<file path="src/rtl/core/rgbc_pkg.sv">
// shared types, codes and channel helpers for the pixel converter
package rgbc_pkg;

    localparam int CFG_IDX_W  = 1;
    localparam int CFG_DATA_W = 3;

    localparam logic [CFG_IDX_W-1:0] REG_SURFACE_FORMAT       = 1'b0;
    localparam logic [CFG_IDX_W-1:0] REG_CONVERSION_DIRECTION = 1'b1;

    localparam logic [2:0] SF_BGRA32   = 3'd0;
    localparam logic [2:0] SF_RGB565   = 3'd1;
    localparam logic [2:0] SF_ARGB1555 = 3'd2;
    localparam logic [2:0] SF_ARGB4444 = 3'd3;

    // decoded pixel layout for one item
    typedef enum logic [2:0] {
        K_PASS  = 3'd0,
        K_565   = 3'd1,
        K_1555  = 3'd2,
        K_4444  = 3'd3,
        K_ERR   = 3'd4
    } t_kind;

    typedef struct packed {
        t_kind kind;
        logic  pack;
    } t_ctl;

    function automatic logic [7:0] widen5(input logic [4:0] v);
        widen5 = {v, v[4:2]};
    endfunction

    function automatic logic [7:0] widen6(input logic [5:0] v);
        widen6 = {v, v[5:4]};
    endfunction

    // times 17 is the nibble repeated
    function automatic logic [7:0] widen4(input logic [3:0] v);
        widen4 = {v, v};
    endfunction

endpackage

</file>
<file path="src/rtl/core/rgb16_bgra32_pixel_converter.sv">
// top level: 16-bit surface pixel to and from 32-bit bgra, three-stage pipeline
// o_done marks each result once its item has passed all three register stages
// throughput: one item per cycle, busy never rises; the pipeline is three
//   register stages (input capture, lane split, widen or pack) with no feedback
// reset: synchronous active-low; clears the valid bits and both config registers
// the receiver cannot stall: each result is shown for exactly one cycle
module rgb16_bgra32_pixel_converter (
    input  logic                           i_clk,
    input  logic                           i_rst_n,
    input  logic                           start,
    output logic                           busy,
    input  logic [31:0]                    i_pixel_in,
    input  logic                           i_cfg_we,
    input  logic [rgbc_pkg::CFG_IDX_W-1:0]  i_cfg_idx,
    input  logic [rgbc_pkg::CFG_DATA_W-1:0] i_cfg_data,
    output logic                           o_done,
    output logic [31:0]                    o_pixel_out,
    output logic                           o_format_error
);
    import rgbc_pkg::*;

    // decoded mode from the config registers
    t_ctl        cfg_ctl;

    // stage one: input capture
    logic        r_s1_valid;
    t_ctl        r_s1_ctl;
    logic [31:0] r_s1_pixel;

    // stage two outputs
    logic        s2_valid;
    t_ctl        s2_ctl;
    logic [31:0] s2_lanes;

    logic        accept;

    // nothing downstream can push back, so the pipe never refuses an item
    assign busy   = 1'b0;
    assign accept = start & ~busy;

    rgbc_cfg u_cfg (
        .i_clk      (i_clk),
        .i_rst_n    (i_rst_n),
        .i_cfg_we   (i_cfg_we),
        .i_cfg_idx  (i_cfg_idx),
        .i_cfg_data (i_cfg_data),
        .o_ctl      (cfg_ctl)
    );

    // mode is sampled with the item, so it rides the pipe with its pixel
    always_ff @(posedge i_clk) begin
        if (!i_rst_n) begin
            r_s1_valid <= 1'b0;
        end else begin
            r_s1_valid <= accept;
        end
    end

    always_ff @(posedge i_clk) begin
        if (accept) begin
            r_s1_ctl   <= cfg_ctl;
            r_s1_pixel <= i_pixel_in;
        end
    end

    // split the packed fields into byte lanes
    rgbc_split u_split (
        .i_clk   (i_clk),
        .i_rst_n (i_rst_n),
        .i_valid (r_s1_valid),
        .i_ctl   (r_s1_ctl),
        .i_pixel (r_s1_pixel),
        .o_valid (s2_valid),
        .o_ctl   (s2_ctl),
        .o_lanes (s2_lanes)
    );

    // pass bgra32 through, widen for unpack, truncate for pack, zero with error flag when unsupported
    rgbc_merge u_merge (
        .i_clk   (i_clk),
        .i_rst_n (i_rst_n),
        .i_valid (s2_valid),
        .i_ctl   (s2_ctl),
        .i_lanes (s2_lanes),
        .o_valid (o_done),
        .o_pixel (o_pixel_out),
        .o_error (o_format_error)
    );

endmodule

</file>
<file path="src/rtl/core/rgbc_cfg.sv">
// configuration registers and format decode
module rgbc_cfg (
    input  logic                           i_clk,
    input  logic                           i_rst_n,
    input  logic                           i_cfg_we,
    input  logic [rgbc_pkg::CFG_IDX_W-1:0]  i_cfg_idx,
    input  logic [rgbc_pkg::CFG_DATA_W-1:0] i_cfg_data,
    output rgbc_pkg::t_ctl                 o_ctl
);
    import rgbc_pkg::*;

    logic [2:0] r_surface_format;
    logic       r_conversion_direction;

    always_ff @(posedge i_clk) begin
        if (!i_rst_n) begin
            r_surface_format       <= SF_BGRA32;
            r_conversion_direction <= 1'b0;
        end else if (i_cfg_we) begin
            case (i_cfg_idx)
                REG_SURFACE_FORMAT:       r_surface_format       <= i_cfg_data[2:0];
                REG_CONVERSION_DIRECTION: r_conversion_direction <= i_cfg_data[0];
                default: ;
            endcase
        end
    end

    always_comb begin
        o_ctl.pack = r_conversion_direction;
        case (r_surface_format)
            SF_BGRA32:   o_ctl.kind = K_PASS;
            SF_RGB565:   o_ctl.kind = K_565;
            SF_ARGB1555: o_ctl.kind = K_1555;
            SF_ARGB4444: o_ctl.kind = K_4444;
            default:     o_ctl.kind = K_ERR;
        endcase
    end

endmodule

</file>
<file path="src/rtl/core/rgbc_split.sv">
// second stage: when unpacking, pulls the channel fields apart into one byte lane each; other items pass unchanged
module rgbc_split (
    input  logic           i_clk,
    input  logic           i_rst_n,
    input  logic           i_valid,
    input  rgbc_pkg::t_ctl i_ctl,
    input  logic [31:0]    i_pixel,
    output logic           o_valid,
    output rgbc_pkg::t_ctl o_ctl,
    output logic [31:0]    o_lanes
);
    import rgbc_pkg::*;

    logic           r_valid;
    t_ctl           r_ctl;
    logic [31:0]    r_lanes;
    logic [31:0]    n_lanes;
    logic [15:0]    w;

    assign w = i_pixel[15:0];

    // unpacked lanes are a|r|g|b, each field low-aligned in its byte
    always_comb begin
        n_lanes = i_pixel;
        if (!i_ctl.pack) begin
            case (i_ctl.kind)
                K_565:   n_lanes = {8'h00, 3'b0, w[15:11], 2'b0, w[10:5], 3'b0, w[4:0]};
                K_1555:  n_lanes = {7'b0, w[15], 3'b0, w[14:10], 3'b0, w[9:5], 3'b0, w[4:0]};
                K_4444:  n_lanes = {4'b0, w[15:12], 4'b0, w[11:8], 4'b0, w[7:4], 4'b0, w[3:0]};
                default: n_lanes = i_pixel;
            endcase
        end
    end

    always_ff @(posedge i_clk) begin
        if (!i_rst_n) begin
            r_valid <= 1'b0;
        end else begin
            r_valid <= i_valid;
        end
    end

    always_ff @(posedge i_clk) begin
        if (i_valid) begin
            r_ctl   <= i_ctl;
            r_lanes <= n_lanes;
        end
    end

    assign o_valid = r_valid;
    assign o_ctl   = r_ctl;
    assign o_lanes = r_lanes;

endmodule

</file>
<file path="src/rtl/core/rgbc_merge.sv">
// third stage: widens or truncates each lane and builds the output word, or passes bgra32 through
module rgbc_merge (
    input  logic           i_clk,
    input  logic           i_rst_n,
    input  logic           i_valid,
    input  rgbc_pkg::t_ctl i_ctl,
    input  logic [31:0]    i_lanes,
    output logic           o_valid,
    output logic [31:0]    o_pixel,
    output logic           o_error
);
    import rgbc_pkg::*;

    logic        r_valid;
    logic [31:0] r_pixel;
    logic        r_error;
    logic [31:0] n_pixel;
    logic        n_error;
    logic [7:0]  la, lr, lg, lb;

    assign la = i_lanes[31:24];
    assign lr = i_lanes[23:16];
    assign lg = i_lanes[15:8];
    assign lb = i_lanes[7:0];

    always_comb begin
        n_error = 1'b0;
        n_pixel = i_lanes;
        case (i_ctl.kind)
            K_PASS: n_pixel = i_lanes;
            K_565: begin
                if (i_ctl.pack)
                    n_pixel = {16'h0000, lr[7:3], lg[7:2], lb[7:3]};
                else
                    n_pixel = {8'hff, widen5(lr[4:0]), widen6(lg[5:0]), widen5(lb[4:0])};
            end
            K_1555: begin
                if (i_ctl.pack)
                    n_pixel = {16'h0000, la[7], lr[7:3], lg[7:3], lb[7:3]};
                else
                    n_pixel = {{8{la[0]}}, widen5(lr[4:0]), widen5(lg[4:0]),
                               widen5(lb[4:0])};
            end
            K_4444: begin
                if (i_ctl.pack)
                    n_pixel = {16'h0000, la[7:4], lr[7:4], lg[7:4], lb[7:4]};
                else
                    n_pixel = {widen4(la[3:0]), widen4(lr[3:0]), widen4(lg[3:0]),
                               widen4(lb[3:0])};
            end
            default: begin
                n_pixel = 32'h0000_0000;
                n_error = 1'b1;
            end
        endcase
    end

    always_ff @(posedge i_clk) begin
        if (!i_rst_n) begin
            r_valid <= 1'b0;
        end else begin
            r_valid <= i_valid;
        end
    end

    always_ff @(posedge i_clk) begin
        if (i_valid) begin
            r_pixel <= n_pixel;
            r_error <= n_error;
        end
    end

    assign o_valid = r_valid;
    assign o_pixel = r_pixel;
    assign o_error = r_error;

endmodule
</file>
<file path="config.mk">
export PLATFORM = sky130hd
export DESIGN_NAME = rgb16_bgra32_pixel_converter
export DESIGN_NICKNAME = d
export VERILOG_FILES = /design/src/rtl/core/rgbc_pkg.sv /design/src/rtl/core/rgb16_bgra32_pixel_converter.sv /design/src/rtl/core/rgbc_cfg.sv /design/src/rtl/core/rgbc_split.sv /design/src/rtl/core/rgbc_merge.sv
export SDC_FILE = /design/constraint.sdc
export NUM_CORES = 1
export LEC_CHECK = 0
export ABC_AREA = 1
export BUFFER_PORTS_ARGS = -buffer_cell sky130_fd_sc_hd__buf_2
export CAP_MARGIN = 10
export CORE_UTILIZATION = 35
export CTS_CLUSTER_SIZE = 14
export DETAILED_ROUTE_END_ITERATION = 8
export PLACE_DENSITY = 0.6
export SETUP_SLACK_MARGIN = 0.4
export SYNTH_ARGS = -nofsm -noshare
export SYNTH_HDL_FRONTEND = slang
export SYNTH_SLANG_ARGS = --single-unit
</file>
<file path="constraint.sdc">
create_clock -name i_clk -period 2 [get_ports i_clk]
set_input_delay 0.2 -clock i_clk [delete_from_list [all_inputs] [get_ports i_clk]]
set_output_delay 0.2 -clock i_clk [all_outputs]
set_load 0.02 [all_outputs]
</file>
* Word-level counts from Yosys, hierarchy flattened
Cells that the tools add are included.
** Storage, ports and cells
- Flip-flop bits (word level) :: 112
- Output and inout bits :: 35
- Word-level logic and storage cells :: 36
** Cells by class
- Eq/ne operators :: 9
- Mux-type cells :: 8
- Bitwise gates (word level) :: 1
- Reduce and logical (&&, ||, !) cells :: 5
** Operators by type and width (count)
- 2-to-1 mux 32 bit :: 4
- case mux 32 bit (4 select lines) :: 1
- case mux 32 bit (3 select lines) :: 1
- equality test 3 x 2 -> 1 bit (second input constant) :: 6
- case mux 3 bit (4 select lines) :: 1
- equality test 3 x 1 -> 1 bit (second input constant) :: 3
- zero test 3 bit :: 2
- AND reduction 2 bit :: 2
- OR reduction 4 bit :: 1
- 2-to-1 mux 1 bit :: 1
- inverter 1 bit :: 1

* Depth between registers and ports, before layout
- Depth after elaboration :: 3
- Depth in mapped cells :: 8

* Hierarchy
From an unflattened synthesis, not the netlist that was laid out.
** Second synthesis, totals
- Cells, all modules :: 577
- Area total of the unflattened synthesis :: 5325.1 µm²
** By module, submodules not included
- rgbc_merge :: instances 1, cells an instance 347, area an instance 2297.2 µm², sequential area each 1011.0 µm²
- rgbc_split :: instances 1, cells an instance 157, area an instance 1710.4 µm², sequential area each 1101.1 µm²
- rgb16_bgra32_pixel_converter :: instances 1, cells an instance 41, area an instance 1119.8 µm², sequential area each 1101.1 µm²
- rgbc_cfg :: instances 1, cells an instance 32, area an instance 197.7 µm², sequential area each 80.1 µm²

* Worst setup path before layout
Ideal clock, no wire load.
- Path kind :: reg-to-reg
- Start :: reg r_s1_valid
- End :: reg u_split.r_ctl (netlist bit u_split.o_ctl[0]) (enable)
- Arrival :: 1.071 ns
- Data required time :: 1.604 ns
- Path slack :: 0.533 ns
- Stages on the path, launching flop included :: 1
- Path buffers :: 0
- Clock period less this slack :: 1.467 ns
- Cell sequence :: dfxtp_1
** RTL lines
- start, declared :: line rgb16_bgra32_pixel_converter.sv:26 : logic r_s1_valid;
- start signal, assigned :: line rgb16_bgra32_pixel_converter.sv:55 : r_s1_valid <= accept;
- end signal, assigned :: line rgbc_split.sv:45 : r_ctl <= i_ctl;
- end, declared :: line rgbc_split.sv:15 : t_ctl r_ctl;
No word-level cell between the ends.

* Worst setup path in the final report
- Start :: reg u_split.r_ctl (netlist bit u_split.o_ctl[0])
- End :: reg u_merge.r_pixel[15], in the netlist u_merge.o_pixel[15] (data pin)
** On the way
- Longest elaborated chain between the ends :: 2
- Elaborated cells between the ends (all ways) :: 4
- Those cells by class :: mux (4)
** Ends and longest elaborated chain
- 2-to-1 mux 32 bit, on equally long branches :: line rgbc_merge.sv:45, rgbc_merge.sv:32, rgbc_merge.sv:38
- case mux 32 bit (4 select lines) * :: line rgbc_merge.sv:29 : case (i_ctl.kind)
- named net u_merge.n_pixel[15] :: line rgbc_merge.sv:17 : logic [31:0] n_pixel;
- end signal, assigned :: line rgbc_merge.sv:68 : r_pixel <= n_pixel;
- end, declared :: line rgbc_merge.sv:15 : logic [31:0] r_pixel;
The timed path passes the listed nets; every way through them passes the cells marked *.
A chain may end at the register's enable or synchronous reset.

==> results.json <==
{
  "syn_area_per_cell_um2": 10.13,
  "peakVddDrop_mv": 0.3972,
  "start_util_pct": 36.13,
  "wire_per_inst_um": 14.18,
  "port_buffers": 73,
  "ys_seq_area_share_pct": 65.16,
  "drv_slew": 0,
  "grt_antenna_before_repair": 0,
  "rows": 43,
  "hold_start": "i_pixel_in[20]",
  "final.setup.worst_slack_ns": 0.4795,
  "hold_end": "r_s1_pixel[20]$_DFFE_PP_",
  "cp.required_ns": 2.10,
  "root_buffer": "clkbuf_16",
  "multi_input_area_um2": 1418,
  "power.density_nw_per_um2": 879.2,
  "grt.total_usage_pct": 15.03,
  "yosysMostFrequentCell": "nor2_1",
  "ioPinCount": 75,
  "yosysTopAreaCell": "edfxtp_1",
  "fin_worst_skew_ns": 0.007056,
  "hold_violations": 0,
  "gp_congestion": 0.8697,
  "critical_path_class": "register to register",
  "syn-cell-area_um2": 5054,
  "first_pass_iters": 5,
  "path_max_fanout": 15,
  "maxCapViolCount": 0,
  "ff2ff_path_depth": 5,
  "synthFlopType": "edfxtp_1",
  "swShare_pct": 23.90,
  "cts.path.max_buffers": 2,
  "setup_violations": 0,
  "synth_seq_cells": 112,
  "yosysWarnings": 0,
  "fmax_mhz": 657.7,
  "drt_iter0_drc": 200,
  "status": "complete, no violations",
  "power.switching_mw": 1.250,
  "drcViolationCount": 0,
  "max_slew.worst_pin.slew_ns": 0.7922,
  "cp.arrival_ns": 1.62,
  "route.vias.total": 3622,
  "nFillCells": 1374,
  "path_clk_slew_ns": 0.08,
  "ys_top_cells_by_area": "edfxtp_1 (62%), nor2_1 (8.1%), nand2_1 (6.5%)",
  "power.internal_mw": 3.980,
  "grt_max_degree": 38,
  "synth_common_cells": "nor2_1 (109), edfxtp_1 (105), nand2_1 (88), inv_1 (50), a21oi_1 (25)",
  "synth_cell_types": 28,
  "htree_levels": 3,
  "clock_power_share_pct": 37.2,
  "reg2reg_to": "u_merge.o_pixel[15]$_DFFE_PP_",
  "synth_edf_count": 105,
  "wl_um": 10780,
  "finalSetupTns_ns": 0,
  "grt-ovfl-total": 0,
  "ys_async_sr_fraction_pct": 0,
  "grt_pass1_vias": 3267,
  "dp_hpwl_um": 7910,
  "p_comb_share_pct": 9.1,
  "die-area_um2": 14920,
  "crit_path_start_kind": "register",
  "layout.nets": 615,
  "r2r_start": "u_split.o_ctl[0]$_DFFE_PP_",
  "p_seq_share_pct": 53.7,
  "end_kind": "register",
  "rsz0062_at_grt": "true",
  "diodes": 0,
  "cts.sinks": 112,
  "die_w_um": 122.2,
  "synthesis.nets": 539,
  "postRouteAntennaNets": 0,
  "worstHoldPathCells": 1,
  "hp-class": "input port to register",
  "die_y_um": 122.2,
  "finalPower_mw": 5.230,
  "regArea_um2": 3293,
  "clkLatencyLatePin_ns": 0.35,
  "r2r_slack_ns": 0.48,
  "holdBufCountCts": 0,
  "syn_inst": 499,
  "p_leak_nw": 2.522,
  "layout_min_cycle_time_ns": 1.520,
  "post_route_cells_drive_above_1_share_pct": 21.03,
  "fin_crit_sh_pct": 76.02,
  "yosysTopAreaCellShare_pct": 62.39,
  "tritoncts": "done",
  "relSlewSlack_pct": 47.19,
  "dpl_worst_slack_ns": 0.3430,
  "coreArea_um2": 13990,
  "cts_buffers": 9,
  "viasPerCell": 4.766,
  "syn_to_final_growth_pct": 17.70,
  "grt_pass1_wl_um": 16840
}
logic make-up after synthesis:
| family | share of synthesized area, % |
|---|---|
| buffers and inverters | 7.428 |
| AND/OR/NAND/NOR | 21.86 |
| flip-flops | 65.16 |
| other | 0.07420 |
| AO/OA/AOI/OAI | 5.472 |
per-stage QoR:
stage | util [%] | instances | instance area, um2 | hold slack, ns
global placement | 39.64 | 741 | 5545 | 0.3760
finish | 42.52 | 760 | 5948 | 0.01415
CTS | 42.14 | 758 | 5894 | 0.002693
detailed placement | 39.64 | 741 | 5545 | 0.3781
global route | 42.52 | 760 | 5948 | 0.0004338
floorplan | - | 499 | 5054 | 0.2935
layout by cell type, fill, tap and decap left out, types with 6 or more instances in the layout:
master	n
nor2_1	107
edfxtp_1	105
nand2_1	87
buf_2	73
inv_1	49
a21oi_1	25
nand3_1	23
o21ai_0	17
nand4_1	14
clkbuf_16	12
buf_4	12
nor3_1	9
dfxtp_1	7
nor2_2	6
worst max-delay path, cell delays in order, from the launching register on:
cell      delay, ns
edfxtp_1       0.51
buf_4          0.25
nor2_1         0.15
nor2_1         0.07
a21oi_1        0.21
nand2_1        0.08
layout make-up:
class | count | area share [%]
Multi-Input combinational cell | 312 | 23.83
Inverter | 55 | 3.702
Sequential cell | 112 | 55.36
Clock buffer | 12 | 5.048
Tap cell | 180 | 3.786
Timing Repair Buffer | 85 | 7.657
Clock inverter | 4 | 0.6100
flip-flops by register name, summed over array words and instances, names as in the netlist:
signal	flops
r_s1_ctl	4
u_merge.o_error	1
u_cfg.r_surface_format	3
u_cfg.r_conversion_direction	1
r_s1_valid	1
r_s1_pixel	32
u_merge.o_valid	1
u_split.o_valid	1
u_merge.o_pixel	32
u_split.o_lanes	32
u_split.o_ctl	4
how the worst max path moves through the flow:
stage	start	end	slack, ns
after CTS	u_split.o_ctl[3]$_DFFE_PP_	u_merge.o_pixel[17]$_DFFE_PP_	0.42
after global placement	r_s1_ctl[3]$_DFFE_PP_	u_split.o_lanes[11]$_DFFE_PP_	0.40
after detailed placement	r_s1_ctl[3]$_DFFE_PP_	u_split.o_lanes[9]$_DFFE_PP_	0.34
final	u_split.o_ctl[0]$_DFFE_PP_	u_merge.o_pixel[15]$_DFFE_PP_	0.48
after floorplan	r_s1_valid$_SDFF_PN0_	u_split.o_ctl[0]$_DFFE_PP_	0.53
after global routing	u_split.o_ctl[0]$_DFFE_PP_	u_merge.o_pixel[9]$_DFFE_PP_	0.39
power by group through the flow:
stage                     logic, mW  registers, mW  clock network [mW]
after floorplan               0.275           2.88                   0
after global placement        0.458           2.86                   0
after detailed placement      0.462           2.86                   0
after CTS                     0.468           2.81                2.01
after global routing          0.534           2.82                2.09
final                         0.476           2.81                1.95
timing repair:
item	4_1_cts	5_1_grt
pin swaps	0	0
endpoints found under the setup margin	17	30
resized for setup	1	11
buffers inserted	1	2
per-layer routing:
layer,GRT usage (%),wire length (um),vias up
li1,-,-,1817
met1,20.42,5128,1669
met2,23.41,4883,128
met3,3.979,632,8
met4,4.649,131,0
met5,0,0,-
No activity file was read; power rests on OpenSTA's default activity.
